## config.mk

```make
export PLATFORM = sky130hd
export DESIGN_NAME = sfla_ctrl
export DESIGN_NICKNAME = d
export VERILOG_FILES = /design/src/sv/sfla_pkg.sv /design/src/sv/sfla_ctrl.sv
export SDC_FILE = /design/constraint.sdc
export NUM_CORES = 1
export LEC_CHECK = 0
export BUFFER_PORTS_ARGS = -buffer_cell sky130_fd_sc_hd__buf_2
export CAP_MARGIN = 20
export CORE_AREA = 5 5 42 44
export CTS_CLUSTER_SIZE = 25
export DETAILED_ROUTE_END_ITERATION = 12
export DIE_AREA = 0 0 47 49
export GPL_TIMING_DRIVEN = 0
export PLACE_DENSITY = 0.69
export RECOVER_POWER = 100
export SYNTH_ARGS = -nofsm -noshare
export SYNTH_HDL_FRONTEND = slang
export SYNTH_SLANG_ARGS = --single-unit
```

## constraint.sdc

```tcl
create_clock -name aclk -period 1.4 [get_ports aclk]
set_input_delay 0.07 -clock aclk [delete_from_list [all_inputs] [get_ports aclk]]
set_output_delay 0.07 -clock aclk [all_outputs]
set_load 0.005 [all_outputs]
```

## src/sv/sfla_pkg.sv

```systemverilog
package sfla_pkg;

    // Fixed field and storage widths.
    localparam int ADDR_W     = 16;
    localparam int REQ_W      = 16;
    localparam int ALIGN_W    = 13;
    localparam int SIZE_W     = 17;
    localparam int LINK_W     = 17;
    localparam int DIVD_W     = 17;
    localparam int STEP_W     = 17;
    localparam int CNT_W      = 5;
    localparam int CLASS_W    = 4;
    localparam int CLASS_COUNT = 10;
    localparam int ARENA_DEPTH = 65536;
    localparam int IN_DATA_W  = 48;
    localparam int OUT_DATA_W = 24;

    // Defaults for the top-level parameters.
    localparam int DEF_PAGE_BYTES   = 8192;
    localparam int DEF_PAGE_COUNT   = 8;
    localparam int DEF_HEADER_BYTES = 16;

    // Classes that are searched first-fit instead of popped.
    localparam logic [CLASS_W-1:0] CLS_SMALL = CLASS_W'(0);
    localparam logic [CLASS_W-1:0] CLS_LARGE = CLASS_W'(CLASS_COUNT - 1);

    localparam logic [SIZE_W-1:0] CLASS_BOUND [CLASS_COUNT] = '{
        17'd0, 17'd32, 17'd64, 17'd128, 17'd256, 17'd512,
        17'd1024, 17'd2048, 17'd4096, 17'd0
    };

    typedef enum logic [1:0] {
        ST_ALLOCATED = 2'd0,
        ST_FREED     = 2'd1,
        ST_NO_MEMORY = 2'd2
    } status_t;

    typedef enum logic [3:0] {
        S_IDLE,
        S_DIV,
        S_CALC,
        S_SELECT,
        S_FREE_RD,
        S_FREE_WR,
        S_SRCH_CHK,
        S_SRCH_EVAL,
        S_POP_RD,
        S_POP_TAKE,
        S_CARVE,
        S_DONE
    } state_t;

    // One block header: stored size and link to the next block of its list.
    typedef struct packed {
        logic [SIZE_W-1:0] size;
        logic [LINK_W-1:0] link;
    } hdr_t;

    // Commands from the controller to the datapath.
    typedef struct packed {
        logic latch_in;
        logic div_step;
        logic calc;
        logic select;
        logic free_rd;
        logic free_wr;
        logic srch_rd;
        logic srch_eval;
        logic pop_rd;
        logic pop_take;
        logic carve;
        logic out_load;
    } cmd_t;

    // Status from the datapath to the controller.
    typedef struct packed {
        logic in_free;
        logic in_align_zero;
        logic div_last;
        logic search_cls;
        logic head_valid;
        logic cur_go;
        logic fit;
        logic out_busy;
    } sts_t;

    // Class used when a block is requested.
    function automatic logic [CLASS_W-1:0] upper_class(input logic [SIZE_W-1:0] size);
        logic [CLASS_W-1:0] c;
        c = CLS_LARGE;
        for (int i = CLASS_COUNT - 2; i >= 0; i--) begin
            if (size <= CLASS_BOUND[i+1]) begin
                c = (i == 0) ? CLS_SMALL : CLASS_W'(i + 1);
            end
        end
        return c;
    endfunction

    // Class used when a block is returned.
    function automatic logic [CLASS_W-1:0] lower_class(input logic [SIZE_W-1:0] size);
        logic [CLASS_W-1:0] c;
        c = CLS_LARGE;
        for (int i = CLASS_COUNT - 2; i >= 0; i--) begin
            if (size < CLASS_BOUND[i+1]) begin
                c = CLASS_W'(i);
            end
        end
        return c;
    endfunction

endpackage

```

## src/sv/sfla_ctrl.sv

```systemverilog
module sfla_ctrl (
    input  logic            aclk,
    input  logic            aresetn,
    input  logic            s_tvalid,
    output logic            s_tready,
    input  sfla_pkg::sts_t  sts,
    output sfla_pkg::cmd_t  cmd
);

    sfla_pkg::state_t state_reg, state_next;

    // State register.
    always_ff @(posedge aclk) begin
        if (!aresetn) begin
            state_reg <= sfla_pkg::S_IDLE;
        end else begin
            state_reg <= state_next;
        end
    end

    // Next state.
    always_comb begin
        state_next = state_reg;
        unique case (state_reg)
            sfla_pkg::S_IDLE: begin
                if (s_tvalid) begin
                    if (sts.in_free) begin
                        state_next = sfla_pkg::S_FREE_RD;
                    end else if (sts.in_align_zero) begin
                        state_next = sfla_pkg::S_CALC;
                    end else begin
                        state_next = sfla_pkg::S_DIV;
                    end
                end
            end
            sfla_pkg::S_DIV: begin
                if (sts.div_last) begin
                    state_next = sfla_pkg::S_CALC;
                end
            end
            sfla_pkg::S_CALC:    state_next = sfla_pkg::S_SELECT;
            sfla_pkg::S_SELECT: begin
                if (sts.search_cls) begin
                    state_next = sfla_pkg::S_SRCH_CHK;
                end else if (sts.head_valid) begin
                    state_next = sfla_pkg::S_POP_RD;
                end else begin
                    state_next = sfla_pkg::S_CARVE;
                end
            end
            sfla_pkg::S_FREE_RD: state_next = sfla_pkg::S_FREE_WR;
            sfla_pkg::S_FREE_WR: state_next = sfla_pkg::S_DONE;
            sfla_pkg::S_SRCH_CHK: begin
                state_next = sts.cur_go ? sfla_pkg::S_SRCH_EVAL : sfla_pkg::S_CARVE;
            end
            sfla_pkg::S_SRCH_EVAL: begin
                state_next = sts.fit ? sfla_pkg::S_DONE : sfla_pkg::S_SRCH_CHK;
            end
            sfla_pkg::S_POP_RD:   state_next = sfla_pkg::S_POP_TAKE;
            sfla_pkg::S_POP_TAKE: state_next = sfla_pkg::S_DONE;
            sfla_pkg::S_CARVE:    state_next = sfla_pkg::S_DONE;
            sfla_pkg::S_DONE: begin
                if (!sts.out_busy) begin
                    state_next = sfla_pkg::S_IDLE;
                end
            end
            default: state_next = sfla_pkg::S_IDLE;
        endcase
    end

    // Outputs.
    always_comb begin
        cmd      = '0;
        s_tready = 1'b0;
        unique case (state_reg)
            sfla_pkg::S_IDLE: begin
                s_tready     = 1'b1;
                cmd.latch_in = s_tvalid;
            end
            sfla_pkg::S_DIV:       cmd.div_step  = 1'b1;
            sfla_pkg::S_CALC:      cmd.calc      = 1'b1;
            sfla_pkg::S_SELECT:    cmd.select    = 1'b1;
            sfla_pkg::S_FREE_RD:   cmd.free_rd   = 1'b1;
            sfla_pkg::S_FREE_WR:   cmd.free_wr   = 1'b1;
            sfla_pkg::S_SRCH_CHK:  cmd.srch_rd   = sts.cur_go;
            sfla_pkg::S_SRCH_EVAL: cmd.srch_eval = 1'b1;
            sfla_pkg::S_POP_RD:    cmd.pop_rd    = 1'b1;
            sfla_pkg::S_POP_TAKE:  cmd.pop_take  = 1'b1;
            sfla_pkg::S_CARVE:     cmd.carve     = 1'b1;
            sfla_pkg::S_DONE:      cmd.out_load  = !sts.out_busy;
            default: ;
        endcase
    end

endmodule

```

==> results.txt <==
largest net degree at the start of global routing: 11
Top-Level Pins: 24
H-Tree Depth: 1
top cell type's share of synthesized area: 0.177
Mapped Avg Cell Area: 6.38 sq um
Peak Freq: 0.748 GHz
Post-Synth XOR/XNOR Area: 0
drt wl/cell: 12.9 um
main combinational cell family by area after synthesis: simple AND/OR/NAND/NOR gates
Core Area: 1400 sq um
vias: 610
Mapped Nets: 82
die width: 47 um
post-synthesis mux area share: 0
Syn Inst Count: 71
Die Ht: 49 um
leading area contributor after synthesis: dfxtp_1
fin cells: 113
most common cell after layout, fill and taps aside: buf_2
Worst setup EP type: register
antenna-violating nets left: 0
Synth Area in Simple Gates: 0.436
TritonCTS Buffers: 3
sum of negative setup slack: 0 ns
crit path time final: 1.34 ns
YS warnings: 0
port buffer count: 23
Placed Cells: 110
skew final: 0.000805 ns
Max-Cap Viols: 0
Hold/Removal Path Class: in2reg
Final HPWL DP: 1.09 mm
commonest non-fill, non-tap cells in the layout: 23 x buf_2, 9 x nor2_1, 8 x nor3_1, 6 x inv_1
area grow syn2layout: 43.4%
outcome: finished clean
# nets final: 110
Synth area leaders: dfxtp_1 18%, nor3_1 9.9%, nor2_1 7.5%
CTS root buffer: clkbuf_4
Leak: 0.311 nW
grt ovf: 0
Startpoint Class: register
placed cell areas: 588 sq um
total iterations of the first detailed-routing run: 4
Max IR drop VDD: 0.888 mV
synthesized flop and latch total: 4
Overall Global Routing Usage: 0.122
global placement routability congestion: 0.828
Unique masters post-synth: 28
Pwr Density: 1600 nW/um^2
vias in the first global route: 571
total power: 1.04 mW
first-pass GRT wire length: 2.17 mm
measured slew at the worst slew-check pin: 0.283 ns
dpl ws: 0.0477 ns
share of cells above drive strength 1: 0.433
Rel. slew slack: 0.810
row count: 14
Synth Area in Adders: 0
Reg clk slew, reported paths: 0.04 ns
Vias/cell: 5.40
CTS tree: done
critical path peak fanout: 10
Critical Path RT: 1.51 ns
clock sink count: 4
Crit Path Class: reg2reg
1st-iter DRT viols: 14
number of fill cells in the layout: 160
compound-cell area share of the yosys netlist: 0.273
Tcrit/Tclk final: 0.955
number of flip-flops in the largest register: 4
Total Routed Length: 1.46 mm
Finished Cell Area: 649 sq um
sequential share of the synthesized area: 0.177
initial antenna violation count: 0
Max Slew Vio Count: 0
Clock Latency Late Sink: 0.23 ns
die area: 2300 sq um
Arr. time, crit path: 1.44 ns
post-CTS setup buffers: 0
Antenna diodes: 0
Initial Util: 0.323
mapped cell area: 453 sq um
Residual DRC: 0
Longest Clk Path Bufs: 2
Final WS setup: 0.0635 ns
Final Hold Viols: 0
final number of setup-violating endpoints: 0
==> metal layers <==
| metal | wire length (um) | vias to the layer above | track usage |
|---|---|---|---|
| met3 | 87 | 6 | 0.0111 |
| met4 | 40 | 0 | 0.0737 |
| met5 | 0 | - | 0 |
| met2 | 766 | 17 | 0.204 |
| met1 | 562 | 279 | 0.143 |
| li1 | - | 308 | - |
==> logic make-up after synthesis <==
logic type             count (synthesis)
buffers and inverters                 11
AO/OA/AOI/OAI                         18
AND/OR/NAND/NOR                       38
flip-flops                             4
==> power by group <==
group	internal, mW	switching [mW]
sequential	0.156	0.0531
combinational	0.315	0.378
clock	0.0956	0.0425
==> final timing paths <==
kind | depth (start not counted) | from | slack [ns] | end
worst max-delay path | 5 | state_reg[0] | 0.06 | state_reg[0]
worst min-delay path | 3 | sts[0] | 0.14 | state_reg[1]
worst max register to register | 5 | state_reg[0] | 0.06 | state_reg[0]
worst min register to register | 3 | state_reg[3] | 0.67 | state_reg[3]
==> Yosys cell counts <==
| library cell | instances |
|---|---|
| nor4_1 | 1 |
| or3b_2 | 1 |
| or4_1 | 1 |
| o21ai_0 | 4 |
| a22oi_1 | 1 |
| nand2b_1 | 3 |
| a31oi_1 | 1 |
| and2_1 | 2 |
| dfxtp_1 | 4 |
| nand3b_1 | 1 |
| buf_4 | 2 |
| o22ai_1 | 3 |
| o211ai_2 | 1 |
| or2b_2 | 1 |
| buf_2 | 2 |
| o22ai_2 | 1 |
| nand4_1 | 1 |
| a21oi_1 | 4 |
| inv_1 | 7 |
| o32ai_1 | 1 |
| and3_1 | 1 |
| nor2_1 | 9 |
| o2bb2ai_1 | 1 |
| nor3_1 | 9 |
| a221oi_1 | 1 |
| nand2_1 | 5 |
| nand3_1 | 1 |
| nor2b_1 | 2 |
==> critical path: stages, from the launching register on <==
cell      delay, ns
dfxtp_1        0.37
buf_4          0.20
or2b_4         0.15
o21ai_0        0.12
a221oi_2       0.28
o22ai_2        0.09
==> cell type report <==
cell class,count,area (sq um),area share
multi-input cells,56,347,0.534
repair buffers,23,115,0.177
flip-flops and latches,4,82.6,0.127
plain buffers,4,33.8,0.0520
inverters,7,28.8,0.0443
clock buffers,3,22.5,0.0347
well taps,16,20.0,0.0308
==> metrics by stage <==
| stage | hold slack (ns) | util |
|---|---|---|
| global placement | 0.375 | 0.420 |
| global route | 0.142 | 0.463 |
| detailed placement | 0.382 | 0.420 |
| finish | 0.142 | 0.463 |
| CTS | 0.132 | 0.439 |
| floorplan | 0.176 | - |
==> what timing repair did <==
action                     4_1_cts  5_1_grt
cloned                           0        0
resized for setup                3       11
setup endpoints to repair        5       10
hold buffers                     0        0
Note: power is estimated with default switching activity, not from simulation.
